[src/cspe_pkg.sv]
// Shared types and constants for the cardinal spline point evaluator.
// Used by every module of the block; depends on nothing else.

package cspe_pkg;

    // Register field widths and reset values.
    localparam int TENSION_W = 16;
    localparam int FPS_W     = 11;
    localparam int FRAME_W   = 10;
    localparam logic [TENSION_W-1:0] TENSION_RST = 16'd8192;
    localparam logic [FPS_W-1:0]     FPS_RST     = 11'd10;

    // Allowed range of the effective frames-per-segment value.
    localparam int MAX_SEG_FRAMES = 1024;
    localparam int FPS_MAX_CODE   = (1 << FPS_W) - 1;
    localparam logic [FPS_W-1:0] F_LO = FPS_W'(2);
    localparam logic [FPS_W-1:0] F_HI =
        FPS_W'((MAX_SEG_FRAMES > FPS_MAX_CODE) ? FPS_MAX_CODE : MAX_SEG_FRAMES);

    // Fixed-point formats.
    localparam int RECIP_W     = 32;   // floor(2^32 / F)
    localparam int Q_FRAC      = 16;   // Q16 basis arithmetic
    localparam int Q16_W       = 17;   // 0 .. 65536
    localparam int H_W         = 19;   // signed Hermite weights
    localparam int TENSION_FRAC = 14;

    // Pipeline depths.
    localparam int BASIS_LAT  = 7;
    localparam int DERIV_LAT  = 3;
    localparam int LANE_LAT   = BASIS_LAT + 3;
    localparam int FIFO_DEPTH = 16;
    localparam int PTR_W      = $clog2(FIFO_DEPTH);
    localparam int CNT_W      = $clog2(FIFO_DEPTH + 1);

    // Register map: index is the word address.
    typedef enum logic {
        REG_TENSION = 1'b0,
        REG_FPS     = 1'b1
    } t_reg_idx;

    typedef struct packed {
        logic               busy;
        logic [RECIP_W-1:0] recip;
    } t_recip_stat;

    typedef struct packed {
        logic signed [H_W-1:0] h1;
        logic signed [H_W-1:0] h2;
        logic signed [H_W-1:0] h3;
        logic signed [H_W-1:0] h4;
    } t_basis;

endpackage

[src/cspe_basis.sv]
// Hermite basis pipeline: s = t/F through the stored reciprocal, then s^2, s^3
// and the four weights. Shared by both coordinate lanes. Depends on cspe_pkg.

module cspe_basis (
    input  logic                          i_clk,
    input  logic [cspe_pkg::FRAME_W-1:0]  i_t,
    input  logic [cspe_pkg::FPS_W-1:0]    i_frames,
    input  logic [cspe_pkg::RECIP_W-1:0]  i_recip,
    output cspe_pkg::t_basis              o_basis
);

    localparam int P_W  = cspe_pkg::FRAME_W + cspe_pkg::RECIP_W;
    localparam int M_W  = cspe_pkg::Q16_W + cspe_pkg::FPS_W;
    localparam int SQ_W = 2 * cspe_pkg::Q16_W;
    localparam int QW   = cspe_pkg::Q16_W;
    localparam int HW   = cspe_pkg::H_W;
    localparam logic [SQ_W-1:0] HALF_Q = SQ_W'(1 << (cspe_pkg::Q_FRAC - 1));
    localparam logic signed [HW-1:0] Q_ONE = HW'(1 << cspe_pkg::Q_FRAC);

    logic [P_W-1:0]                 r_p1;
    logic [cspe_pkg::FRAME_W-1:0]   r_t1, r_t2, r_t3;
    logic [QW-1:0]                  r_q2, r_q3;
    logic [M_W-1:0]                 r_m3;
    logic [QW-1:0]                  r_s4, r_s5, r_s6;
    logic [SQ_W-1:0]                r_sq5;
    logic [SQ_W-1:0]                r_cu6;
    logic [QW-1:0]                  r_s2_6;
    cspe_pkg::t_basis               r_basis;

    logic [M_W-1:0]                 t_scaled;
    logic [M_W-1:0]                 rem;
    logic                           bump;
    logic [QW-1:0]                  s2_5;
    logic [QW-1:0]                  s3_6;
    logic signed [HW-1:0]           e_s, e_s2, e_s3, h2;

    // The product floor(t * floor(2^32/F) / 2^16) is low by at most one;
    // the remainder check restores the exact quotient.
    always_comb begin
        t_scaled = M_W'({r_t3, {cspe_pkg::Q_FRAC{1'b0}}});
        rem      = t_scaled - r_m3;
        bump     = (rem >= M_W'(i_frames));
        s2_5     = r_sq5[cspe_pkg::Q_FRAC +: QW];
        s3_6     = r_cu6[cspe_pkg::Q_FRAC +: QW];
        e_s      = $signed({{(HW-QW){1'b0}}, r_s6});
        e_s2     = $signed({{(HW-QW){1'b0}}, r_s2_6});
        e_s3     = $signed({{(HW-QW){1'b0}}, s3_6});
        h2       = e_s2 + (e_s2 <<< 1) - (e_s3 <<< 1);
    end

    always_ff @(posedge i_clk) begin
        r_p1  <= P_W'(i_t) * P_W'(i_recip);
        r_t1  <= i_t;

        r_q2  <= r_p1[cspe_pkg::Q_FRAC +: QW];
        r_t2  <= r_t1;

        r_m3  <= M_W'(r_q2) * M_W'(i_frames);
        r_q3  <= r_q2;
        r_t3  <= r_t2;

        r_s4  <= r_q3 + QW'(bump);

        r_sq5 <= SQ_W'(r_s4) * SQ_W'(r_s4) + HALF_Q;
        r_s5  <= r_s4;

        r_cu6  <= SQ_W'(s2_5) * SQ_W'(r_s5) + HALF_Q;
        r_s2_6 <= s2_5;
        r_s6   <= r_s5;

        r_basis.h2 <= h2;
        r_basis.h1 <= Q_ONE - h2;
        r_basis.h3 <= e_s3 - (e_s2 <<< 1) + e_s;
        r_basis.h4 <= e_s3 - e_s2;
    end

    assign o_basis = r_basis;

endmodule

[config.mk]
export PLATFORM = sky130hd
export DESIGN_NAME = cspe_basis
export DESIGN_NICKNAME = d
export VERILOG_FILES = /design/src/cspe_pkg.sv /design/src/cspe_basis.sv
export SDC_FILE = /design/constraint.sdc
export NUM_CORES = 2
export LEC_CHECK = 0
export BUFFER_PORTS_ARGS = -buffer_cell sky130_fd_sc_hd__buf_2
export CORE_ASPECT_RATIO = 1.75
export CORE_MARGIN = 10
export CORE_UTILIZATION = 40
export DETAILED_ROUTE_END_ITERATION = 10
export PLACE_DENSITY = 0.65
export SYNTH_ARGS = -nofsm -noshare
export SYNTH_HDL_FRONTEND = slang
export SYNTH_SLANG_ARGS = --single-unit
export TNS_END_PERCENT = 50
[constraint.sdc]
create_clock -name i_clk -period 7.8 [get_ports i_clk]
set_input_delay 0 -clock i_clk [delete_from_list [all_inputs] [get_ports i_clk]]
set_output_delay 0 -clock i_clk [all_outputs]
set_load 0.03 [all_outputs]
==> impl_metrics.py <==
metrics = {
    "run_status": {
        "outcome": "finished clean",
    },
    "detailed_routing": {
        "wire_per_inst_microns": 16.0,
        "drt_wl_total_microns": 93700,
        "drt_iter0_markers": 923,
        "num_vias": 28629,
        "met1Wirelength_microns": 31900,
        "ant_nets": 0,
        "met3_length_microns": 3450,
        "highest_layer": "met5",
        "firstDrtPassIters": 5,
        "viasPerCell": 4.90,
        "drc": 0,
        "wl_met2_microns": 54200,
    },
    "worst_setup_path": {
        "cp_common_cell": "fa_1",
        "max_stage_delay_ns": 0.81,
        "cp.required_ns": 8.32,
        "worstPathArrival_ns": 7.76,
        "cp_cell_sequence": "nand2_1 > inv_1 > fa_1 > inv_1 > fa_1 > fa_1 > inv_1 > fa_1 > fa_1 > inv_1 > fa_1 > inv_1 > ha_1 > a211o_1 > a2111oi_0 > o31a_1 > o31a_1 > o31ai_1 > a311oi_1 > buf_4 > o21a_1 > o21ai_1 > o41ai_1 > xnor2_1",
        "crit_fanout": 18,
        "critical_path_class": "reg2reg",
        "cp-end-kind": "flip-flop",
        "worst_setup_path_start_kind": "flip-flop",
        "slowest_stage": "dfxtp_1",
    },
    "cts": {
        "clock_sinks": 285,
        "clk_pin_slew_ns": 0.06,
        "clock_latency_ns": 0.60,
        "htreeDepth": 1,
        "clock_path_buffers": 3,
        "ctsRootBufferMaster": "clkbuf_16",
        "numCtsBuffers": 31,
        "cts_setup_buffers": 0,
        "cts_tree": "built",
    },
    "synthesis": {
        "synth_edf_count": 0,
        "syn_avg_cell_area_sq_um": 9.30,
        "ys_warn_count": 0,
        "synthFlopType": "dfxtp_1",
        "synth_nets": 5683,
        "syn-cell-area_sq_um": 41100,
        "synthArstFlopShare": 0,
        "yosys.area.top_type": "fa_1",
        "synth_cells": 4416,
        "ys_top_cells_by_area": "fa_1, dfxtp_1, ha_1",
        "synth_top_area_share": 0.385,
        "yosys_register_bits": 285,
        "synth.distinct_cells": 73,
        "yosysSeqAreaShare": 0.139,
    },
    "die": {
        "die_area_sq_um": 116000,
        "die_width_microns": 262,
        "die-height_microns": 444,
        "initial_core_util": 0.403,
        "num_rows": 155,
        "ioPinCount": 130,
        "core_sq_um": 102000,
    },
    "layout": {
        "drive_gt1_frac": 0.0520,
        "layout.nets": 5743,
        "instances_no_fill": 5839,
        "fin_area_sq_um": 44300,
        "syn_to_final_growth_pct": 7.75,
    },
    "grt": {
        "grt_overflow": 0,
        "grt_max_degree": 34,
        "antenna_found_initial": 7,
        "grt_pass1_wl_microns": 157000,
        "grt_pass1_vias": 32091,
        "track_usage": 0.164,
    },
    "run": {
        "max_cap_violations": 0,
    },
    "worst_hold_path": {
        "min_path_type": "in2reg",
    },
    "timing": {
        "slew_violations": 0,
        "rsz0062_at_grt": "no",
        "whs_ns": 0.103,
        "slew_headroom": 0.374,
        "fin_crit_ns": 7.24,
        "skew_ns": 0.0101,
        "finalCritPeriodShare": 0.928,
        "fin_setup_tns_ns": 0,
        "clock.fmax_ghz": 0.138,
        "finalSetupViolCount": 0,
        "tightest_slew_ns": 0.937,
        "hold_viol_final": 0,
    },
    "placed_design": {
        "portBuffers": 129,
        "gp_congestion": 0.866,
        "dpl_cell_area_sq_um": 43000,
        "hpwl_microns": 77300,
        "placed_cells": 5766,
    },
}
registers in the layout, summed over array words and instances, names as in the netlist:
name and cells:
r_q2 17, r_s5 16, r_t2 10, r_s2_6 17
r_t3 10, o_basis 74, r_s6 17, r_cu6 17
r_m3 28, r_s4 17, r_q3 17, r_p1 17
r_sq5 18, r_t1 10
cell families (layout without fill, tap and decap cells):
group,Yosys count,in the layout,synth area share
compound gates,292,292,0.0478
xor+xnor,172,172,0.0367
mux,3,3,0.000792
simple gates,1237,1237,0.151
fa+ha+maj,1213,1213,0.514
buf+inv,1214,1298,0.111
other cells,0,5,0
flops,285,285,0.139
worst max-delay path, delay by kind of cell, from the launching register on:
kind | cells | cell delay (ns)
adders and majority gates | 7 | 3.07
and+or+nand+nor | 1 | 0.22
DFF | 1 | 0.81
AOI/OAI and AO/OA | 9 | 2.37
xor gates and xnor gates | 1 | 0.16
buffers and inverters | 6 | 0.53
synthesized netlist by cell type (41+ instances only):
cell type and count:
nor2_1 116, xor2_1 41, o21ai_0 51, clkbuf_1 131
xnor2_1 131, a21oi_1 73, fa_1 789, ha_1 424
and2_1 458, dfxtp_1 285, inv_1 1080, nand2_1 484
metrics by stage:
step / util / setup slack (ns)
4_1_cts: 0.434 / 0.536
3_3_place_gp: 0.422 / 0.702
3_5_place_dp: 0.422 / 0.553
2_1_floorplan: - / 1.41
6_report: 0.434 / 0.563
5_1_grt: 0.434 / 0.0981
cells in the final DEF (no fill, tap or decap), types with 31 or more instances in the layout:
| master | Yosys | final |
|---|---|---|
| dfxtp_1 | 285 | 285 |
| a21oi_1 | 73 | 73 |
| a21o_1 | 33 | 33 |
| o21ai_0 | 51 | 51 |
| nand3_1 | 36 | 36 |
| inv_1 | 1080 | 1080 |
| buf_2 | 0 | 129 |
| nor2_1 | 116 | 116 |
| fa_1 | 789 | 789 |
| ha_1 | 424 | 424 |
| and2_1 | 458 | 458 |
| nor3_1 | 38 | 38 |
| nand2_1 | 484 | 484 |
| xnor2_1 | 131 | 131 |
| xor2_1 | 41 | 41 |
| clkbuf_16 | 0 | 31 |
metal layers:
layer	up-vias	global-route usage
met5	-	0
met4	8	0.0681
met3	260	0.0194
met2	603	0.340
met1	14529	0.157
li1	13229	-
layout make-up:
cell class	count	area, sq um
Antenna cell	5	12.5
Clock buffer	37	838
Clock inverter	20	260
Fill cell	9984	57800
Inverter	1080	4050
Multi-Input combinational cell	2917	30800
Sequential cell	285	5710
Tap cell	1334	1670
Timing Repair Buffer	161	913
worst paths after layout:
path / cells past startpoint / end / slack [ns] / startpoint
worst min register to register: 0 / r_t2[7] / 0.32 / r_t1[7]
worst max-delay path: 24 / r_sq5[32] / 0.56 / r_s4[2]
worst min-delay path: 3 / r_m3[1] / 0.10 / i_frames[1]
worst max register to register: 24 / r_sq5[32] / 0.56 / r_s4[2]
timing repair:
item | in CTS | in global routing
gates resized for setup | 0 | 0
hold buffers | 11 | 0
setup endpoints to repair | 0 | 0
endpoints found under the hold margin | 11 | 0
Power is not shown: default switching activity piles up to over one toggle a cycle in this logic, so the estimate is an artifact.
