### src/cspe_pkg.sv
// Shared types and constants for the cardinal spline point evaluator.
// Used by every module of the block; depends on nothing else.

package cspe_pkg;

    // Register field widths and reset values.
    localparam int TENSION_W = 16;
    localparam int FPS_W     = 11;
    localparam int FRAME_W   = 10;
    localparam logic [TENSION_W-1:0] TENSION_RST = 16'd8192;
    localparam logic [FPS_W-1:0]     FPS_RST     = 11'd10;

    // Allowed range of the effective frames-per-segment value.
    localparam int MAX_SEG_FRAMES = 1024;
    localparam int FPS_MAX_CODE   = (1 << FPS_W) - 1;
    localparam logic [FPS_W-1:0] F_LO = FPS_W'(2);
    localparam logic [FPS_W-1:0] F_HI =
        FPS_W'((MAX_SEG_FRAMES > FPS_MAX_CODE) ? FPS_MAX_CODE : MAX_SEG_FRAMES);

    // Fixed-point formats.
    localparam int RECIP_W     = 32;   // floor(2^32 / F)
    localparam int Q_FRAC      = 16;   // Q16 basis arithmetic
    localparam int Q16_W       = 17;   // 0 .. 65536
    localparam int H_W         = 19;   // signed Hermite weights
    localparam int TENSION_FRAC = 14;

    // Pipeline depths.
    localparam int BASIS_LAT  = 7;
    localparam int DERIV_LAT  = 3;
    localparam int LANE_LAT   = BASIS_LAT + 3;
    localparam int FIFO_DEPTH = 16;
    localparam int PTR_W      = $clog2(FIFO_DEPTH);
    localparam int CNT_W      = $clog2(FIFO_DEPTH + 1);

    // Register map: index is the word address.
    typedef enum logic {
        REG_TENSION = 1'b0,
        REG_FPS     = 1'b1
    } t_reg_idx;

    typedef struct packed {
        logic               busy;
        logic [RECIP_W-1:0] recip;
    } t_recip_stat;

    typedef struct packed {
        logic signed [H_W-1:0] h1;
        logic signed [H_W-1:0] h2;
        logic signed [H_W-1:0] h3;
        logic signed [H_W-1:0] h4;
    } t_basis;

endpackage

### src/cspe_merge.sv
// Merge stage: joins the two lane results into one word and queues it for
// the output stream, with credit accounting for words in flight. Depends on cspe_pkg.

module cspe_merge #(
    parameter int CW = 16
) (
    input  logic                 i_clk,
    input  logic                 i_rst_n,
    input  logic                 i_accept,
    input  logic                 i_vld,
    input  logic signed [CW-1:0] i_x,
    input  logic                 i_x_clip,
    input  logic signed [CW-1:0] i_y,
    input  logic                 i_y_clip,
    input  logic                 i_tready,
    output logic                 o_space,
    output logic                 o_tvalid,
    output logic [2*CW:0]        o_data
);

    localparam int DW = 2 * CW + 1;

    logic [DW-1:0]              r_mem [cspe_pkg::FIFO_DEPTH];
    logic [DW-1:0]              r_out;
    logic                       r_out_vld;
    logic [cspe_pkg::PTR_W-1:0] r_wptr, r_rptr;
    logic [cspe_pkg::CNT_W-1:0] r_fill, r_credit;
    logic [DW-1:0]              in_word;
    logic                       pop;
    logic                       out_free;
    logic                       load;
    logic                       bypass;
    logic                       mem_wr;

    assign in_word  = {i_x_clip | i_y_clip, i_y, i_x};
    assign pop      = r_out_vld && i_tready;
    assign out_free = !r_out_vld || pop;
    // The output register refills from the queue first; a word that finds the
    // queue empty while the output register is empty or being read goes straight to it.
    assign load     = out_free && (r_fill != '0);
    assign bypass   = out_free && (r_fill == '0) && i_vld;
    assign mem_wr   = i_vld && !bypass;
    assign o_tvalid = r_out_vld;
    assign o_data   = r_out;
    // Every accepted word holds a credit until it leaves, so the queue
    // always has room for what the lanes still produce.
    assign o_space  = (r_credit < cspe_pkg::CNT_W'(cspe_pkg::FIFO_DEPTH));

    always_ff @(posedge i_clk) begin
        if (mem_wr) begin
            r_mem[r_wptr] <= in_word;
        end
    end

    always_ff @(posedge i_clk) begin
        if (load) begin
            r_out <= r_mem[r_rptr];
        end else if (bypass) begin
            r_out <= in_word;
        end
    end

    always_ff @(posedge i_clk) begin
        if (!i_rst_n) begin
            r_wptr    <= '0;
            r_rptr    <= '0;
            r_fill    <= '0;
            r_credit  <= '0;
            r_out_vld <= 1'b0;
        end else begin
            if (mem_wr) begin
                r_wptr <= r_wptr + cspe_pkg::PTR_W'(1);
            end
            if (load) begin
                r_rptr <= r_rptr + cspe_pkg::PTR_W'(1);
            end
            if (load || bypass) begin
                r_out_vld <= 1'b1;
            end else if (pop) begin
                r_out_vld <= 1'b0;
            end
            r_fill   <= r_fill + cspe_pkg::CNT_W'(mem_wr) - cspe_pkg::CNT_W'(load);
            r_credit <= r_credit + cspe_pkg::CNT_W'(i_accept) - cspe_pkg::CNT_W'(pop);
        end
    end

endmodule

### config.mk
export PLATFORM = sky130hd
export DESIGN_NAME = cspe_merge
export DESIGN_NICKNAME = d
export VERILOG_FILES = /design/src/cspe_pkg.sv /design/src/cspe_merge.sv
export SDC_FILE = /design/constraint.sdc
export NUM_CORES = 1
export LEC_CHECK = 0
export ABC_CLOCK_PERIOD_IN_PS = 13850
export BUFFER_PORTS_ARGS = -buffer_cell sky130_fd_sc_hd__buf_4
export CORE_MARGIN = 3
export CORE_UTILIZATION = 65
export CTS_CLUSTER_SIZE = 40
export DETAILED_ROUTE_END_ITERATION = 7
export PLACE_DENSITY = 0.83
export SKIP_LAST_GASP = 1
export SLEW_MARGIN = 25
export SYNTH_ARGS = -nofsm -noshare
export SYNTH_HDL_FRONTEND = slang
export SYNTH_SLANG_ARGS = --single-unit
export TNS_END_PERCENT = 30
### constraint.sdc
create_clock -name i_clk -period 13.85 [get_ports i_clk]
set_input_delay 2.77 -clock i_clk [delete_from_list [all_inputs] [get_ports i_clk]]
set_output_delay 2.77 -clock i_clk [all_outputs]
set_load 0.005 [all_outputs]
==> impl.org, run 1 <==
** Global routing
- Vias in the first global route :: 11500
- The first global-routing pass estimated 73700 um of wire.
- In the global route stage, overall resource usage came out at 27.8%.
- Largest net degree at the start of global routing :: 69
- Number of antenna violations at the first check in global routing :: 1
- Summed over all layers, the global routing overflow is 0.

** Clocking
- The number of clock buffers added by TritonCTS is 53.
- Clock latency on the worst-skew pair, taken at its later pin, is 0.58 ns.
- TritonCTS built the clock tree.
- Deepest level of the CTS H-tree :: 2
- The tree is rooted in a sky130_fd_sc_hd__clkbuf_16.
- Sinks on the clock net :: 584
- Hold-fix buffer count after cts :: 0
- After clock tree synthesis, the clock-pin slew on the worst setup and hold paths is 0.06 ns.
- The longest clock path from root to sink contains 3 buffers.
- In this run the post-CTS setup repair buffer count came out at 0.
- After clock tree synthesis, the repair step resized 0 gates.

** Detailed routing
- Number of design-rule violations left by the first detailed-router iteration :: 1149
- In the routed design, unresolved DRC markers number 0.
- The final layout contains routed wiring with a total length of 49400 um.
- Via/cell ratio :: 6.89
- Via count :: 11000
- In the final routed layout, each cell accounts on average for 30.8 um.
- Number of nets with antenna violations after detailed routing :: 0
- Before antenna repair, the detailed router went through 5 iterations.

** Die
- Die Wd :: 192 um
- During I/O placement, the number of pins put on the boundary was 74.
- The region available for standard cell placement spans 33800 um2.
- The die is 192 um tall.
- The floorplan has 67 rows.
- Initial Util :: 66.4%
- Die area :: 36800 um2

** Synthesis
- For this run, the number of Yosys warnings is 0.
- Synthesis produced 1026 cells.
- Flip-flop and latch count after synthesis :: 584
- Top FF cell, synth :: sky130_fd_sc_hd__edfxtp_1
- Unique masters post-synth :: 38
- Asr flop ratio synth :: 0%
- The synthesized design devotes to its leading area cell type 75.0% of total area.
- Synthesized cell area :: 22400 um2
- Largest cells by area after synthesis :: sky130_fd_sc_hd__edfxtp_1 (75%), sky130_fd_sc_hd__mux4_2 (13%), sky130_fd_sc_hd__dfxtp_1 (2.1%)
- Share of the yosys chip area belonging to registers :: 77.1%
- Post-synthesis cell type with the largest combined area :: sky130_fd_sc_hd__edfxtp_1
- When the netlist entered floorplanning its net count stood at 1083.
- Number of flops mapped to enable cells by yosys :: 561
- In this run the mean area of a mapped cell was 21.9 um2.

** Timing
- The final critical path takes up 37.2% of the cycle.
- The count of final max-slew check failures came to 0.
- Min setup slack post-route :: 8.69 ns
- Measured against its own limit, the worst slew margin works out to 29.9%.
- Setup repair after global routing left no endpoint under its margin.
- Hold Violations, Final :: 0
- Max Freq :: 194 MHz
- Counting I/O delays and the setup requirement, the final critical path takes 5.16 ns.
- At the pin with the least slew margin, the transition time is 1.05 ns.
- Setup violations remaining at the end of the flow were counted as 0.
- Setup TNS :: 0 ns
- Worst clock skew on the final layout :: 0.0177 ns

** Layout
- Total Nets Final :: 1168
- In the final layout, the share of cells above drive strength 1 is 32.0%.
- Core occupancy in the finished layout :: 74.6%
- After routing the design area is 25200 um2.
- Compared with the post-synthesis result, the final layout area differs by 12.2%.

** Power
- Total power draw :: 4.49 mW
- Worst-case vdd ir drop :: 0.140 mV
- Ratio of total power to cell area :: 178 nW/um2
- P_leak :: 7.89 nW

** Worst setup path
- STA classifies the critical path endpoint as a register.
- The critical path is of the in -> reg type.
- On the critical path, the stage with the largest delay is an instance of sky130_fd_sc_hd__and2_4.
- On the worst path, the slowest cell contributes a delay of 0.85 ns.
- Traced cell by cell, the critical path runs through buf_4, nand2b_1, and2_4, ha_1, inv_1, ha_1, inv_1, fa_1, nand2b_1, a21oi_1, o21ai_0, nor3b_1.
- Data required time of the worst path :: 14.30 ns
- STA classifies the critical path startpoint as a primary input.
- Critical path peak fanout :: 68
- Data arrival time of the worst path :: 5.61 ns

** Worst hold path
- The min-delay analysis places its worst path in the category reg -> reg.

** Flow run
- Across the run, the number of max-cap violations was 0.

** Place
- Final RePlAce weighted congestion :: 0.722
- Before CTS, the worst setup slack after placement is 8.18 ns.
- In this run the tool buffered the top-level ports with 73 buffer cells.
- Once detailed placement completed, the half-perimeter wirelength came to 22600 um.
- Once placement finished, the instance area stood at 23400 um2.

** Run status
- The flow ran to the end, and the final reports show no timing, DRC or antenna violations.
-- through the flow --
step	hold WS [ns]	instances
after floorplan	0.485	1026
after global placement	0.509	1504
after detailed placement	0.531	1504
after CTS	0.546	1603
after global routing	0.573	1604
final	0.539	1604
-- cell families after synthesis --
family | after synthesis | share of synthesized area [%]
AO/OA/AOI/OAI | 110 | 3.11
XOR/XNOR | 12 | 0.468
AND/OR/NAND/NOR | 54 | 1.30
buffers and inverters | 78 | 1.83
flip-flops | 584 | 77.1
multiplexers | 170 | 15.1
adder cells (fa/ha/maj) | 18 | 1.07
-- worst max-delay path, delay by kind of cell --
| kind | cells | cell delay [ns] |
|---|---|---|
| adder cells (fa/ha/maj) | 3 | 0.95 |
| AND/OR/NAND/NOR | 4 | 1.39 |
| AO/OA/AOI/OAI | 2 | 0.28 |
| buffers and inverters | 3 | 0.22 |
-- Yosys cell counts (3+ instances only) --
cell type                  instances
sky130_fd_sc_hd__edfxtp_1        561
sky130_fd_sc_hd__mux4_2          132
sky130_fd_sc_hd__o22ai_1          62
sky130_fd_sc_hd__mux2_2           33
sky130_fd_sc_hd__a21oi_1          27
sky130_fd_sc_hd__dfxtp_1          23
sky130_fd_sc_hd__clkbuf_1         20
sky130_fd_sc_hd__inv_1            20
sky130_fd_sc_hd__nor2_1           20
sky130_fd_sc_hd__buf_2            17
sky130_fd_sc_hd__ha_1             16
sky130_fd_sc_hd__and2_1           12
sky130_fd_sc_hd__a21oi_2          11
sky130_fd_sc_hd__buf_6            11
sky130_fd_sc_hd__xnor2_1           6
sky130_fd_sc_hd__xor2_1            6
sky130_fd_sc_hd__buf_1             5
sky130_fd_sc_hd__mux2i_1           5
sky130_fd_sc_hd__buf_4             4
sky130_fd_sc_hd__nand3_1           4
sky130_fd_sc_hd__nor4_1            4
sky130_fd_sc_hd__a21o_1            3
sky130_fd_sc_hd__nand2b_1          3
sky130_fd_sc_hd__nor3b_1           3
-- placed cells by master, fill, tap and decap left out, types with 4 or more instances in the layout --
master / Yosys / layout
sky130_fd_sc_hd__clkinvlp_4: 0 / 5
sky130_fd_sc_hd__nor4_2: 0 / 4
sky130_fd_sc_hd__nor2_4: 0 / 5
sky130_fd_sc_hd__o22ai_1: 62 / 62
sky130_fd_sc_hd__mux2_2: 33 / 33
sky130_fd_sc_hd__clkinv_1: 1 / 9
sky130_fd_sc_hd__ha_1: 16 / 16
sky130_fd_sc_hd__clkinv_2: 0 / 11
sky130_fd_sc_hd__mux2i_1: 5 / 5
sky130_fd_sc_hd__xor2_1: 6 / 6
sky130_fd_sc_hd__bufinv_16: 0 / 6
sky130_fd_sc_hd__edfxtp_1: 561 / 561
sky130_fd_sc_hd__clkbuf_1: 20 / 11
sky130_fd_sc_hd__and2_4: 1 / 9
sky130_fd_sc_hd__and2_1: 12 / 4
sky130_fd_sc_hd__nor2_1: 20 / 15
sky130_fd_sc_hd__a21oi_1: 27 / 27
sky130_fd_sc_hd__xnor2_1: 6 / 6
sky130_fd_sc_hd__dfxtp_1: 23 / 20
sky130_fd_sc_hd__a21oi_2: 11 / 11
sky130_fd_sc_hd__mux4_2: 132 / 132
sky130_fd_sc_hd__clkbuf_16: 0 / 55
sky130_fd_sc_hd__buf_4: 4 / 87
sky130_fd_sc_hd__inv_1: 20 / 20
-- report_power, final --
group / total [mW] / internal [mW] / leakage (nW) / switching (mW)
clock network: 1.48 / 0.850 / 0.851 / 0.630
registers: 2.16 / 2.10 / 5.28 / 0.0604
logic: 0.848 / 0.362 / 1.76 / 0.486
total: 4.49 / 3.31 / 7.89 / 1.18
-- metal layers --
layer  vias up  wire [um]  GRT usage (%)
li1       4454          -              -
met1      5738      18400           38.3
met2       720      25200           45.6
met3       133       3970           4.40
met4         0       1870           11.6
met5         -          0              0
-- final timing paths --
check	start	to	slack, ns	cells past startpoint
worst min register to register	r_rptr[3]	r_rptr[3]	0.54	2
worst max register to register	register	o_data[15]	10.05	6
worst min-delay path	r_rptr[3]	r_rptr[3]	0.54	2
worst max-delay path	i_tready	r_fill[4]	8.69	12
-- state kept, by name, summed over array words and instances (netlist names), named ones only --
register and count:
o_tvalid 1, r_rptr 4, o_data 33, r_credit 5, r_fill 5, r_wptr 4
r_mem 528
-- final cells by class --
type / instances / area [um2]
sequential: 584 / 17300
tap: 448 / 561
inverter: 21 / 78.8
clock buffer: 68 / 1450
timing repair buffer: 87 / 653
fill: 1732 / 8590
multi-input combinational: 364 / 4830
clock inverter: 31 / 312
antenna: 1 / 2.50
(Power assumes the default switching activity.)
==> inputs of run 2 (changes only) <==
--- a/config.mk
+++ b/config.mk
@@ -5,13 +5,14 @@
 export SDC_FILE = /design/constraint.sdc
 export NUM_CORES = 1
 export LEC_CHECK = 0
-export ABC_CLOCK_PERIOD_IN_PS = 13850
+export ABC_AREA = 1
+export ABC_CLOCK_PERIOD_IN_PS = 4500
 export BUFFER_PORTS_ARGS = -buffer_cell sky130_fd_sc_hd__buf_4
 export CORE_MARGIN = 3
-export CORE_UTILIZATION = 65
+export CORE_UTILIZATION = 56
 export CTS_CLUSTER_SIZE = 40
 export DETAILED_ROUTE_END_ITERATION = 7
-export PLACE_DENSITY = 0.83
+export PLACE_DENSITY = 0.76
 export SKIP_LAST_GASP = 1
 export SLEW_MARGIN = 25
 export SYNTH_ARGS = -nofsm -noshare
==> constraint.sdc (replaced) <==
create_clock -name i_clk -period 4.5 [get_ports i_clk]
set_input_delay 0.9 -clock i_clk [delete_from_list [all_inputs] [get_ports i_clk]]
set_output_delay 0.9 -clock i_clk [all_outputs]
set_load 0.005 [all_outputs]
==> impl.org, run 2 <==
** Worst setup path
- STA classifies the critical path endpoint as a register.
- At the worst endpoint, the arrival time is 3.13 ns.
- Worst Path Class, Setup :: reg -> reg
- Of all nets on the critical path, the largest fanout is 22.
- Worst path slowest cell :: sky130_fd_sc_hd__nor2_4
- Kind of cell adding the most delay to the critical path :: simple AND/OR/NAND/NOR gates
- Walking the worst path, the cells encountered are inv_1, ha_1, nand4_1, nand2_1, inv_1, nand2_1, nor2_4, buf_4.
- The critical path contains buffers and inverters numbering 3 combined.
- In this design, the stage delay of the slowest critical-path cell is 0.70 ns.
- Data required time of the worst path :: 4.82 ns
- The worst setup path is launched from a register.

** Timing
- Counting I/O delays and the setup requirement, the final critical path takes 2.81 ns.
- Setup repair after global routing left no endpoint under its margin.
- The final-report hold violation count came to 0.
- Setup TNS :: 0 ns
- Timing would allow up to 356 MHz.
- Slew at the pin closest to its max-slew limit :: 0.976 ns
- Worst clock skew on the final layout :: 0.0322 ns
- Across all setup checks in the final design, the least slack found is 1.69 ns.
- The count of final max-slew check failures came to 0.
- Final setup violating endpoints :: 0
- In this run the tightest slew margin relative to its limit is 34.9%.
- Hold is met by 0.482 ns.
- Final period utilization :: 62.5%

** Global routing
- Global routing consumed, over all layers together, 25.4% of the routing resources.
- The number of global-route vias before repair came to 15300.
- After global routing, the most crowded layer is met2.
- In the global route stage, met3 resource usage came out at 3.48%.
- Met1 GRT Util :: 33.1%
- Remaining Overflow, GRT :: 0
- Largest net degree at the start of global routing :: 205
- Met2 demand-to-capacity share in global routing :: 42.7%
- Number of antenna violations at the first check in global routing :: 0
- The first global-routing pass estimated 86700 um of wire.

** Synthesis
- Share of the yosys chip area belonging to registers :: 73.0%
- After synthesis the cells add up to 23700 um2.
- Asr flop ratio synth :: 0%
- Number of flops mapped to enable cells by yosys :: 561
- Largest cells by area after synthesis :: sky130_fd_sc_hd__edfxtp_1 (71%), sky130_fd_sc_hd__nand2_1 (13%), sky130_fd_sc_hd__nand3_1 (8.5%)
- Counting instances in the post-synthesis netlist gives the leading cell types as sky130_fd_sc_hd__nand2_1 (816), sky130_fd_sc_hd__edfxtp_1 (561), sky130_fd_sc_hd__nand3_1 (404).
- Among all cell types in the netlist, the one instantiated most often is sky130_fd_sc_hd__nand2_1.
- Mean instance size in the synthesized netlist :: 11.6 um2
- Yosys synthesis warning count :: 0
- The number of nets in the synthesized netlist is 2101.
- Top FF cell, synth :: sky130_fd_sc_hd__edfxtp_1
- Flip-flop and latch count after synthesis :: 584
- Of all cell types, the one taking the most synthesized area is sky130_fd_sc_hd__edfxtp_1.
- Instance count of the mapped netlist :: 2044
- The netlist uses 22 different library cells.
- The synthesized design devotes to its leading area cell type 71.1% of total area.

** Die
- Pin placement for this block handled 74 I/O pins.
- The die covers 44800 um2.
- Total number of placement rows :: 74
- Once the floorplan was initialized, standard cells occupied 57.4% of the core.
- Floorplan Core Area :: 41300 um2
- Die Wd :: 212 um
- Chip Height :: 212 um

** Detailed routing
- DRC errors left :: 0
- Avg WL per Cell :: 21.3 um
- For this block, the routed nets add up to 56700 um of wire.
- Iteration count of the initial detailed-routing pass :: 6
- Via/cell ratio :: 5.84
- Number of nets with antenna violations after detailed routing :: 0
- The routed layout has 15600 vias.
- Number of design-rule violations left by the first detailed-router iteration :: 1778

** Layout
- Fillcell total :: 2986
- The top cell types in the final layout, fill and taps aside, are sky130_fd_sc_hd__nand2_1 (816), sky130_fd_sc_hd__edfxtp_1 (561), sky130_fd_sc_hd__nand3_1 (404).
- Commonest non-fill, non-tap cell in the layout :: sky130_fd_sc_hd__nand2_1
- 0 antenna diodes ended up in the layout.
- Cells fill 64.8% of the core in the end.
- Final non-filler cell total :: 2668
- After routing the design area is 26700 um2.
- The register with the most flip-flops in the layout has 528 of them.
- Register name with the most flops :: r_mem
- Layout cells sized above 1 :: 10.0%
- Area of combinational cells with multiple inputs :: 5740 um2
- Area taken by flip-flops and latches :: 17300 um2
- Total Nets Final :: 2146
- Layout overhead on the synthesized area :: 12.9%

** Clocking
- In this run the deepest clock path goes through 3 buffers.
- Clock insertion delay at the later pin of the skew report :: 0.63 ns
- Deepest level of the CTS H-tree :: 2
- Number of resized instances in the post-cts repair step :: 0
- CTS Root Buffer Type :: sky130_fd_sc_hd__clkbuf_16
- CTS clock-pin slew for the worst setup and hold paths :: 0.06 ns
- The clock net in this run drives a total of 584 sinks.
- Buffers inserted during clock tree synthesis total 57.
- Hold-fix buffer count after cts :: 0
- TritonCTS built the clock tree.
- Buffers added to address setup during post-CTS repair amount to 0.

** Worst hold path
- Hold/Removal Path Class :: reg -> reg

** Power
- P_leak :: 10.0 nW
- Ratio of total power to cell area :: 600 nW/um2
- The worst-case IR drop observed on VDD is 0.456 mV.
- Total power draw :: 16.1 mW

** Place
- After detailed placement, the design holds a cell count of 2556.
- The placed instances occupy a cell area of 24700 um2.
- Summed over all nets, the half-perimeter wirelength after detailed placement is 31600 um.
- Worst setup slack after placement :: 1.15 ns
- Final RePlAce weighted congestion :: 0.829
- Buffers placed on the I/O ports in this run total 73.

** Run status
- The flow ran to the end, and the final reports show no timing, DRC or antenna violations.

** Flow run
- Max-Cap Viols :: 0
-- run 2: cell families after synthesis --
| group | synth area share [%] |
|---|---|
| adders and majority gates | 1.01 |
| and+or+nand+nor | 21.9 |
| xor gates and xnor gates | 0.222 |
| DFF | 73.0 |
| AOI/OAI and AO/OA | 0.581 |
| buffers and inverters | 3.27 |
-- run 2: area by class of cell --
| cell class | instances | share of cell area (%) |
|---|---|---|
| clock inverters | 36 | 1.49 |
| inverters | 48 | 0.720 |
| repair buffers | 102 | 3.48 |
| well taps | 532 | 2.49 |
| clock buffers | 70 | 5.63 |
| multi-input cells | 1296 | 21.4 |
| flip-flops and latches | 584 | 64.7 |
-- run 2: report_power, final --
group	internal [mW]	switching, mW	total (mW)
sequential	6.46	0.209	6.67
combinational	1.40	3.14	4.54
clock	2.79	2.04	4.84
total	10.7	5.39	16.1
-- run 2: worst paths after layout --
| check | from | cells after the start | slack, ns | to |
|---|---|---|---|---|
| max | r_fill[2] | 8 | 1.69 | r_mem[11][24] |
| min | r_rptr[2] | 2 | 0.48 | register |
| max reg2reg | r_fill[2] | 8 | 1.69 | r_mem[11][24] |
| min reg2reg | r_rptr[2] | 2 | 0.48 | register |
-- run 2: worst min-delay path, stage by stage, from the launching register on --
cell	delay, ns
sky130_fd_sc_hd__dfxtp_1	0.32
sky130_fd_sc_hd__inv_1	0.05
sky130_fd_sc_hd__a21oi_1	0.07
-- run 2: layer usage --
layer / vias to the layer above / wire [um]
met5: - / 0
met4: 0 / 2320
met3: 134 / 4260
met2: 750 / 28100
met1: 7530 / 22100
li1: 7155 / -
