$ cat src/cspe_pkg.sv
// Shared types and constants for the cardinal spline point evaluator.
// Used by every module of the block; depends on nothing else.

package cspe_pkg;

    // Register field widths and reset values.
    localparam int TENSION_W = 16;
    localparam int FPS_W     = 11;
    localparam int FRAME_W   = 10;
    localparam logic [TENSION_W-1:0] TENSION_RST = 16'd8192;
    localparam logic [FPS_W-1:0]     FPS_RST     = 11'd10;

    // Allowed range of the effective frames-per-segment value.
    localparam int MAX_SEG_FRAMES = 1024;
    localparam int FPS_MAX_CODE   = (1 << FPS_W) - 1;
    localparam logic [FPS_W-1:0] F_LO = FPS_W'(2);
    localparam logic [FPS_W-1:0] F_HI =
        FPS_W'((MAX_SEG_FRAMES > FPS_MAX_CODE) ? FPS_MAX_CODE : MAX_SEG_FRAMES);

    // Fixed-point formats.
    localparam int RECIP_W     = 32;   // floor(2^32 / F)
    localparam int Q_FRAC      = 16;   // Q16 basis arithmetic
    localparam int Q16_W       = 17;   // 0 .. 65536
    localparam int H_W         = 19;   // signed Hermite weights
    localparam int TENSION_FRAC = 14;

    // Pipeline depths.
    localparam int BASIS_LAT  = 7;
    localparam int DERIV_LAT  = 3;
    localparam int LANE_LAT   = BASIS_LAT + 3;
    localparam int FIFO_DEPTH = 16;
    localparam int PTR_W      = $clog2(FIFO_DEPTH);
    localparam int CNT_W      = $clog2(FIFO_DEPTH + 1);

    // Register map: index is the word address.
    typedef enum logic {
        REG_TENSION = 1'b0,
        REG_FPS     = 1'b1
    } t_reg_idx;

    typedef struct packed {
        logic               busy;
        logic [RECIP_W-1:0] recip;
    } t_recip_stat;

    typedef struct packed {
        logic signed [H_W-1:0] h1;
        logic signed [H_W-1:0] h2;
        logic signed [H_W-1:0] h3;
        logic signed [H_W-1:0] h4;
    } t_basis;

endpackage

$ cat src/cspe_recip.sv
// Bit-serial reciprocal unit: computes floor(2^32 / F) one quotient bit per cycle.
// Depends on cspe_pkg.

module cspe_recip (
    input  logic                        i_clk,
    input  logic                        i_rst_n,
    input  logic                        i_start,
    input  logic [cspe_pkg::FPS_W-1:0]  i_frames,
    output cspe_pkg::t_recip_stat       o_stat
);

    localparam int ITER_W = $clog2(cspe_pkg::RECIP_W);

    logic                            r_busy;
    logic [ITER_W-1:0]               r_cnt;
    logic [cspe_pkg::FPS_W-1:0]      r_rem;
    logic [cspe_pkg::RECIP_W-1:0]    r_quo;

    logic [cspe_pkg::FPS_W:0]        rem_sh;
    logic [cspe_pkg::FPS_W:0]        rem_sub;
    logic                            ge;
    logic [cspe_pkg::FPS_W-1:0]      n_rem;
    logic [cspe_pkg::RECIP_W-1:0]    n_quo;

    // The dividend is a one followed by 32 zeros; the leading one seeds the
    // remainder, and each step shifts in one zero.
    always_comb begin
        rem_sh  = {r_rem, 1'b0};
        ge      = (rem_sh >= {1'b0, i_frames});
        rem_sub = rem_sh - {1'b0, i_frames};
        n_rem   = ge ? rem_sub[cspe_pkg::FPS_W-1:0] : rem_sh[cspe_pkg::FPS_W-1:0];
        n_quo   = {r_quo[cspe_pkg::RECIP_W-2:0], ge};
    end

    always_ff @(posedge i_clk) begin
        if (!i_rst_n || i_start) begin
            r_busy <= 1'b1;
            r_cnt  <= '0;
            r_rem  <= cspe_pkg::FPS_W'(1);
            r_quo  <= '0;
        end else if (r_busy) begin
            r_rem <= n_rem;
            r_quo <= n_quo;
            r_cnt <= r_cnt + ITER_W'(1);
            if (r_cnt == ITER_W'(cspe_pkg::RECIP_W - 1)) begin
                r_busy <= 1'b0;
            end
        end
    end

    assign o_stat.busy  = r_busy;
    assign o_stat.recip = r_quo;

endmodule

$ cat config.mk
export PLATFORM = sky130hd
export DESIGN_NAME = cspe_recip
export DESIGN_NICKNAME = d
export VERILOG_FILES = /design/src/cspe_pkg.sv /design/src/cspe_recip.sv
export SDC_FILE = /design/constraint.sdc
export NUM_CORES = 1
export LEC_CHECK = 0
export ABC_AREA = 1
export BUFFER_PORTS_ARGS = -buffer_cell sky130_fd_sc_hd__clkbuf_2
export CAP_MARGIN = 10
export CORE_ASPECT_RATIO = 0.8
export CORE_MARGIN = 1
export CORE_UTILIZATION = 59
export CTS_CLUSTER_DIAMETER = 150
export DETAILED_ROUTE_END_ITERATION = 16
export HOLD_SLACK_MARGIN = 0.12
export PLACE_DENSITY = 0.86
export REMOVE_ABC_BUFFERS = 1
export SYNTH_ARGS = -nofsm -noshare
export SYNTH_HDL_FRONTEND = slang
export SYNTH_SLANG_ARGS = --single-unit
$ cat constraint.sdc
create_clock -name i_clk -period 4.61 [get_ports i_clk]
set_input_delay 0.922 -clock i_clk [delete_from_list [all_inputs] [get_ports i_clk]]
set_output_delay 0.922 -clock i_clk [all_outputs]
set_load 0.01 [all_outputs]
==> run_results.csv, run 1 <==
group,metric,value,unit
cells_and_area,fin_cells,469,
setup_path,r2r-end,"r_rem[9]",
place,place.gp.congestion,0.882,
timing,fmax,0.374,GHz
clock_tree,clock_latency,300,ps
clock_tree,cts_buffers,5,
cells_and_area,antenna_cells,0,
setup_path,arrival,2910,ps
cells_and_area,final_nets,439,
timing,setup_viol,0,
power,switchingPower,0.188,mW
power,power.internal,0.558,mW
global_routing,top_usage_layer,"met2",
floorplan,start_util,0.614,
power,p_sw_frac,0.252,
worst_hold_path,hp-class,"reg -> reg",
power,pwr-share-comb,0.094,
place,post-place-cells,461,
power,seqPwrFrac,0.573,
timing,drv_slew,0,
power,p_leak,1.31,nW
power,peakVddDrop,0.240,mV
setup_path,path_max_fanout,11,
setup_path,rr_startpoint,"r_rem[8]",
cells_and_area,syn_to_final_growth,12.8,%
flow_run,maxCapViolCount,0,
cells_and_area,post-route-util,0.693,
clock_tree,clk_pin_slew_worst_paths,90,ps
routing,ant_nets,0,
global_routing,met1_usage,0.311,
worst_hold_path,min_from,"r_quo[31]",
place,io_buffers,46,
clock_tree,clockBufferDepth,2,
floorplan,pin_count,47,
global_routing,grt_pass1_vias,1912,
setup_path,critical_path_required,4850,ps
status,run_status,"finished clean",
synthesis,yosysWarningCount,0,
clock_tree,tritoncts,"done",
routing,firstDrtPassIters,5,
timing,period_needed,2670,ps
place,dp_slack,1640,ps
global_routing,grt_pass1_wl,8.21,mm
synthesis,ys_types,30,
global_routing,antenna_found_initial,0,
clock_tree,htreeDepth,2,
global_routing,track_usage,0.239,
timing,period_share,0.580,
routing,vias_per_cell,5.19,
clock_tree,post-cts-setup-buffers,0,
setup_path,worst_setup_path_end_kind,"register",
synthesis,synth_seq_cells,49,
synthesis,syn_inst,373,
synthesis,yosysSeqAreaShare,0.382,
floorplan,rows,21,
clock_tree,postCtsHoldBufs,0,
worst_hold_path,whs_path_depth,2,
routing,drt-total-wl,5.48,mm
setup_path,worst_r2r_path_depth,8,
timing,relSlewSlack,0.597,
floorplan,die_h,61.0,µm
cells_and_area,final_cell_mix,"nand2_1 (123), a21oi_1 (50), dfxtp_1 (49), clkbuf_2 (46), inv_1 (42)",
routing,num_vias,2434,
routing,wire_per_inst,11.7,µm
cells_and_area,drive_gt1_frac,0.160,
timing,finalHoldViolations,0,
global_routing,grt_util_met2,0.398,
setup_path,start_kind,"input port",
place,place.detailed.hpwl,3.77,mm
cells_and_area,layout_commonest_cell,"nand2_1",
timing,rsz0062_at_grt,"false",
timing,skew,9.89,ps
power,pwr-share-clk,0.333,
timing,setup_tns,0,ps
synthesis,syn_area,2570,µm²
floorplan,die_w,75.7,µm
global_routing,grt_max_degree,49,
power,power_density,258,nW/µm²
timing,setup_ws,1940,ps
global_routing,gr-usage-met3,0.0548,
clock_tree,cts_root_buf,"clkbuf_8",
clock_tree,cts_resized,0,
setup_path,reg2reg_slack,2330,ps
setup_path,worstSetupPathType,"in -> reg",
floorplan,fp.dieArea,4620,µm²
floorplan,core-area,4180,µm²
routing,drt_iter0_drc,175,
worst_hold_path,whs_endpoint,"r_quo[31]",
timing,worstMarginPinSlew,605,ps
global_routing,grt-ovfl-total,0,
routing,route.detailed.drc,0,
clock_tree,cts_sinks,49,
synthesis,syn_area_per_cell,6.88,µm²
-- cell usage after synthesis --
cell      number  share of area
a21o_1         2         0.0058
a21oi_1       50          0.098
a21oi_2        1         0.0034
a31oi_1        1         0.0024
buf_1          5         0.0073
buf_2          4         0.0078
buf_4          1         0.0029
buf_6          1         0.0044
clkbuf_1       7          0.010
dfxtp_1       49           0.38
fa_1           1         0.0078
ha_1          13          0.063
inv_1         42          0.061
nand2_1      123           0.18
nand2_2        4         0.0097
nand2_4        1         0.0044
nand3_1       32          0.062
nand3_2        1         0.0039
nand3b_1       8          0.023
nand4_1        2         0.0049
nand4_2        1         0.0049
nor2_1        10          0.015
nor2_2         1         0.0024
nor2_4         1         0.0044
nor3_1         5         0.0097
o21ai_0        2         0.0039
o21ai_1        1         0.0019
or2_0          1         0.0024
xnor2_1        2         0.0068
xor2_1         1         0.0034
-- final cells by class --
| cell class | count | area [µm²] |
|---|---|---|
| Sequential cell | 49 | 981 |
| Tap cell | 57 | 71.3 |
| Inverter | 42 | 158 |
| Clock buffer | 6 | 72.6 |
| Fill cell | 364 | 1280 |
| Timing Repair Buffer | 49 | 253 |
| Multi-Input combinational cell | 264 | 1340 |
| Clock inverter | 2 | 15.0 |
-- logic make-up (layout without fill, tap and decap cells) --
logic type | after synthesis | count (layout) | synth area share
and+or+nand+nor | 190 | 190 | 0.327
DFF | 49 | 49 | 0.382
adders and majority gates | 14 | 14 | 0.0712
AOI/OAI and AO/OA | 57 | 57 | 0.115
buffers and inverters | 60 | 99 | 0.0941
xor gates and xnor gates | 3 | 3 | 0.0102
-- power groups by stage --
stage	sequential, mW	combinational (mW)	clock [mW]
4_1_cts	0.428	0.0700	0.253
2_1_floorplan	0.437	0.0510	0
3_3_place_gp	0.438	0.0669	0
6_report	0.428	0.0703	0.248
5_1_grt	0.428	0.0795	0.266
3_5_place_dp	0.438	0.0694	0
-- state kept, by name, summed over array words and instances, names as in the netlist --
register  cells
r_cnt         5
r_rem        11
r_quo        32
r_busy        1
-- critical path: stages --
cell and delay, ps:
clkbuf_2 70, inv_1 30, ha_1 350, nand2_1 100
nand2_1 70, a21oi_2 510, nand4_2 430, nand3_1 190
nand3_1 90, a21oi_1 140
-- worst max-delay path by stage --
stage | cells past startpoint | slack [ps] | start | end
final | 10 | 1940 | i_frames[9] | r_rem[9]
after global routing | 10 | 1750 | i_frames[9] | r_rem[4]
after CTS | 10 | 1930 | i_frames[9] | r_rem[8]
after detailed placement | 10 | 1640 | i_frames[9] | r_rem[8]
after global placement | 10 | 1760 | i_frames[9] | r_rem[10]
after floorplan | 9 | 2170 | i_frames[9] | r_rem[10]
-- per-stage QoR --
step / area (µm²) / total power [mW] / hold WS (ps)
6_report: 2890 / 0.747 / 468
3_3_place_gp: 2810 / 0.505 / 449
2_1_floorplan: 2480 / 0.488 / 445
4_1_cts: 2890 / 0.751 / 467
5_1_grt: 2890 / 0.774 / 490
3_5_place_dp: 2810 / 0.507 / 453
-- per-layer routing --
metal	wire, µm	vias to the layer above
met2	2580	56
met3	226	7
met1	2610	1107
li1	-	1264
met4	61	0
met5	0	-
No activity file was read; power rests on OpenSTA's default activity.
==> run 2: changes to the inputs <==
--- a/config.mk
+++ b/config.mk
@@ -10,11 +10,11 @@
 export CAP_MARGIN = 10
 export CORE_ASPECT_RATIO = 0.8
 export CORE_MARGIN = 1
-export CORE_UTILIZATION = 59
+export CORE_UTILIZATION = 55
 export CTS_CLUSTER_DIAMETER = 150
 export DETAILED_ROUTE_END_ITERATION = 16
 export HOLD_SLACK_MARGIN = 0.12
-export PLACE_DENSITY = 0.86
+export PLACE_DENSITY = 0.81
 export REMOVE_ABC_BUFFERS = 1
 export SYNTH_ARGS = -nofsm -noshare
 export SYNTH_HDL_FRONTEND = slang
==> constraint.sdc (replaced) <==
create_clock -name i_clk -period 2.6 [get_ports i_clk]
set_input_delay 0.52 -clock i_clk [delete_from_list [all_inputs] [get_ports i_clk]]
set_output_delay 0.52 -clock i_clk [all_outputs]
set_load 0.01 [all_outputs]
==> run_results.csv, run 2 (synthesis gave the netlist of run 1 again) <==
group,metric,value,unit
status,run_status,"finished clean",
routing,vias_per_cell,5.24,
global_routing,antenna_found_initial,0,
power,seqPwrFrac,0.525,
cells_and_area,antenna_cells,0,
place,place.gp.congestion,0.942,
global_routing,grt_pass1_vias,2192,
timing,setup_viol,0,
flow_run,maxCapViolCount,0,
floorplan,die_w,78.4,µm
power,p_leak,1.34,nW
cells_and_area,design_area,2940,µm²
timing,drv_slew,0,
global_routing,grt_pass1_wl,9.67,mm
floorplan,core-area,4340,µm²
power,power.internal,1.11,mW
setup_path,cp_common_cell,"nand3_1",
power,p_total,1.45,mW
setup_path,critPathTopFamily,"simple AND/OR/NAND/NOR gates",
cells_and_area,drive_gt1_frac,0.167,
clock_tree,htreeDepth,2,
setup_path,worst-path-buf-inv,2,
cells_and_area,syn_to_final_growth,14.6,%
clock_tree,post-cts-setup-buffers,0,
global_routing,grt-ovfl-total,0,
global_routing,grt_max_degree,49,
routing,num_vias,2467,
clock_tree,cts_resized,0,
clock_tree,clockBufferDepth,2,
timing,worstMarginPinSlew,484,ps
routing,route.detailed.drc,0,
power,peakVddDrop,0.388,mV
floorplan,rows,21,
timing,skew,6.82,ps
clock_tree,postCtsHoldBufs,0,
setup_path,rr_startpoint,"r_rem[0]",
worst_hold_path,hp-class,"in -> reg",
timing,period_needed,2080,ps
setup_path,crit_chain,"clkbuf_2 -> inv_1 -> fa_1 -> nand3_1 -> nand3_1 -> nand3_1 -> nand4_2 -> nand3_1 -> nand3_1 -> a21oi_1",
setup_path,critical_path_required,2840,ps
timing,fmax,0.480,GHz
cells_and_area,largest_register_ffs,32,
timing,relSlewSlack,0.677,
floorplan,pin_count,47,
setup_path,r2r-end,"r_rem[7]",
global_routing,track_usage,0.246,
power,switchingPower,0.331,mW
timing,finalHoldViolations,0,
cells_and_area,final_nets,441,
floorplan,die_h,63.1,µm
setup_path,arrival,2320,ps
setup_path,start_kind,"input port",
setup_path,crit_path_max_incr_delay,500,ps
cells_and_area,final_cell_mix,"nand2_1 (123), a21oi_1 (50), dfxtp_1 (49), clkbuf_2 (46), inv_1 (42)",
clock_tree,cts_buffers,5,
routing,wire_per_inst,11.8,µm
worst_hold_path,min_from,"i_start",
setup_path,critPathLaunch,"i_frames[0]",
place,io_buffers,46,
clock_tree,cts_root_buf,"clkbuf_8",
setup_path,worstSetupPathType,"in -> reg",
worst_hold_path,whs_path_depth,3,
cells_and_area,top_register,"r_quo",
power,pwr-share-comb,0.087,
setup_path,path_max_fanout,11,
routing,drt-total-wl,5.55,mm
place,place.detailed.hpwl,3.99,mm
worst_hold_path,whs_endpoint,"r_busy",
power,p_sw_frac,0.229,
routing,drt_iter0_drc,158,
clock_tree,clock_latency,300,ps
clock_tree,tritoncts,"done",
timing,setup_tns,0,ps
floorplan,fp.dieArea,4940,µm²
cells_and_area,layout_commonest_cell,"nand2_1",
timing,rsz0062_at_grt,"false",
setup_path,worst_r2r_path_depth,8,
floorplan,start_util,0.592,
cells_and_area,reg_top3,"r_quo: 32 flops, r_rem: 11 flops, r_cnt: 5 flops",
setup_path,worst_setup_path_end_kind,"register",
cells_and_area,nFillCells,404,
clock_tree,cts_sinks,49,
place,post_dp_cell_area,2820,µm²
routing,firstDrtPassIters,4,
routing,ant_nets,0,
clock_tree,clk_pin_slew_worst_paths,90,ps
setup_path,crit_slowest_cell,"fa_1",
power,pwr-share-clk,0.388,
power,power_density,491,nW/µm²
timing,period_share,0.801,
setup_path,reg2reg_slack,610,ps
run 2: worst reg2reg max path, delay by kind of cell (launching register included):
| family | cells | cell delay, ps |
|---|---|---|
| flip-flops | 1 | 350 |
| AND/OR/NAND/NOR | 6 | 980 |
| adder cells (fa/ha/maj) | 1 | 450 |
| AO/OA/AOI/OAI | 1 | 140 |
run 2: how the worst max path moves through the flow:
stage          cells past startpoint         to  slack [ps]
3_5_place_dp                      10   r_rem[7]         240
6_report                          10   r_rem[7]         520
2_1_floorplan                      3   r_cnt[2]         200
4_1_cts                           10   r_rem[7]         540
5_1_grt                           10   r_rem[7]         330
3_3_place_gp                      10  r_rem[10]         330
run 2: cell type report:
type	instances	area [µm²]	area share
Clock buffer	6	82.6	0.0281
Clock inverter	2	37.5	0.0128
Inverter	42	158	0.0536
Multi-Input combinational cell	264	1340	0.457
Sequential cell	49	981	0.333
Tap cell	57	71.3	0.0242
Timing Repair Buffer	51	268	0.0910
run 2: power by group through the flow:
stage	logic (mW)	clock network, mW	registers (mW)
6_report	0.125	0.561	0.759
5_1_grt	0.141	0.603	0.760
4_1_cts	0.124	0.570	0.759
3_5_place_dp	0.123	0	0.777
3_3_place_gp	0.121	0	0.776
2_1_floorplan	0.0905	0	0.775
run 2: through the flow:
| step | utilization | worst slack (ps) | instances | hold WS [ps] |
|---|---|---|---|---|
| 2_1_floorplan | - | 196 | 355 | 445 |
| 3_3_place_gp | 0.651 | 328 | 463 | 449 |
| 3_5_place_dp | 0.651 | 237 | 463 | 460 |
| 4_1_cts | 0.678 | 541 | 471 | 443 |
| 5_1_grt | 0.678 | 332 | 471 | 463 |
| 6_report | 0.678 | 517 | 471 | 446 |
run 2: routing by layer:
layer  routed length (µm)  track usage
met4                   92       0.0764
met5                    0            0
met2                 2450        0.390
met1                 2730        0.338
met3                  285       0.0464
==> run 3: changes to the inputs <==
==> constraint.sdc (replaced) <==
create_clock -name i_clk -period 2 [get_ports i_clk]
set_input_delay 0.4 -clock i_clk [delete_from_list [all_inputs] [get_ports i_clk]]
set_output_delay 0.4 -clock i_clk [all_outputs]
set_load 0.01 [all_outputs]
==> run_results.csv, run 3 (synthesis gave the netlist of run 1 again) <==
group,metric,value,unit
routing,num_vias,2499,
place,io_buffers,46,
place,place.detailed.hpwl,4.21,mm
place,place.gp.congestion,0.884,
setup_path,cp.depth,9,
status,run_status,"finished clean",
cells_and_area,fin_cells,487,
setup_path,crit_chain,"fa_1 -> nand3_1 -> nand3_1 -> nand3_1 -> nand4_2 -> buf_4 -> nand2_1 -> nand3_1 -> a21oi_1",
timing,period_needed,1780,ps
timing,drv_slew,0,
floorplan,core-area,4340,µm²
clock_tree,clockBufferDepth,2,
global_routing,grt_util_met2,0.408,
setup_path,worst-path-buf-inv,1,
power,p_leak,1.44,nW
routing,drt_iter0_drc,152,
cells_and_area,drive_gt1_frac,0.198,
global_routing,met1_usage,0.346,
timing,rsz0062_at_grt,"false",
setup_path,reg2reg_slack,220,ps
power,peakVddDrop,0.488,mV
setup_path,crit_path_max_incr_delay,400,ps
cells_and_area,top_register,"r_quo",
cells_and_area,antenna_cells,0,
clock_tree,tritoncts,"done",
cells_and_area,final_cell_mix,"nand2_1 (123), a21oi_1 (50), dfxtp_1 (49), clkbuf_2 (46), inv_1 (42)",
global_routing,track_usage,0.253,
clock_tree,cts_root_buf,"clkbuf_8",
power,power_density,651,nW/µm²
timing,finalHoldViolations,0,
cells_and_area,syn_to_final_growth,20.5,%
clock_tree,cts_resized,0,
floorplan,fp.dieArea,4940,µm²
setup_path,critical_path_required,2230,ps
global_routing,grt_max_degree,24,
setup_path,start_kind,"register",
place,dp_slack,19.6,ps
setup_path,worst_r2r_path_depth,9,
routing,drt-total-wl,5.79,mm
timing,skew,9.45,ps
clock_tree,postCtsHoldBufs,0,
routing,vias_per_cell,5.13,
flow_run,maxCapViolCount,0,
setup_path,cp_common_cell,"nand3_1",
cells_and_area,largest_register_ffs,32,
routing,firstDrtPassIters,5,
timing,relSlewSlack,0.603,
floorplan,start_util,0.592,
cells_and_area,reg_top3,"r_quo: 32 flops, r_rem: 11 flops, r_cnt: 5 flops",
clock_tree,clock_latency,300,ps
setup_path,path_max_fanout,8,
clock_tree,cts_buffers,5,
global_routing,gr-usage-met3,0.0551,
global_routing,top_usage_layer,"met2",
clock_tree,clk_pin_slew_worst_paths,90,ps
timing,worstMarginPinSlew,595,ps
floorplan,pin_count,47,
global_routing,grt_pass1_wl,9.85,mm
global_routing,grt_pass1_vias,2182,
cells_and_area,layout_commonest_cell,"nand2_1",
routing,ant_nets,0,
floorplan,rows,21,
cells_and_area,final_nets,457,
floorplan,die_w,78.4,µm
worst_hold_path,whs_path_depth,3,
place,post-place-cells,479,
floorplan,die_h,63.1,µm
timing,setup_ws,222,ps
setup_path,worstSetupPathType,"reg -> reg",
setup_path,worst_setup_path_end_kind,"register",
setup_path,crit_slowest_cell,"fa_1",
setup_path,arrival,2010,ps
timing,period_share,0.889,
clock_tree,post-cts-setup-buffers,0,
power,p_total,2.01,mW
clock_tree,htreeDepth,2,
routing,route.detailed.drc,0,
setup_path,critPathTopFamily,"simple AND/OR/NAND/NOR gates",
clock_tree,cts_sinks,49,
timing,setup_viol,0,
global_routing,grt-ovfl-total,0,
worst_hold_path,hp-class,"in -> reg",
global_routing,antenna_found_initial,0,
timing,fmax,0.563,GHz
routing,wire_per_inst,11.9,µm
-- run 3: tightest hold or removal path: stages --
cell and delay, ps:
clkbuf_2 80, nor2_1 60, o21ai_0 70
-- run 3: final timing paths --
check,startpoint,end
max,r_rem[0],r_rem[3]
min,i_start,r_busy
max reg2reg,r_rem[0],r_rem[3]
min reg2reg,r_quo[31],r_quo[31]
-- run 3: cell type report --
type                       count  area (µm²)
fill                         375        1240
timing repair buffer          67         400
sequential                    49         981
clock buffer                   5        68.8
tap                           57        71.3
inverter                      42         158
clock inverter                 3        68.8
multi-input combinational    264        1340
-- run 3: per-layer routing --
metal | up-vias | part of all wire | routed length, µm
met3 | 2 | 0.059 | 341
met4 | 0 | 0.0029 | 17
met5 | - | 0 | 0
li1 | 1306 | - | -
met2 | 69 | 0.46 | 2660
met1 | 1122 | 0.48 | 2760
-- run 3: where the power goes --
| part | switching (mW) | internal, mW |
|---|---|---|
| clock | 0.335 | 0.503 |
| sequential | 0.00642 | 0.981 |
| combinational | 0.107 | 0.0814 |
| total | 0.448 | 1.57 |
-- run 3: through the flow --
stage          instance area (µm²)  hold slack, ps  setup TNS [ps]  utilization
6_report                      3090             338               0        0.713
5_1_grt                       3090             340               0        0.713
4_1_cts                       3090             331               0        0.713
3_5_place_dp                  2950             465               0        0.681
3_3_place_gp                  2950             449               0        0.681
2_1_floorplan                 2480             445          -13510            -
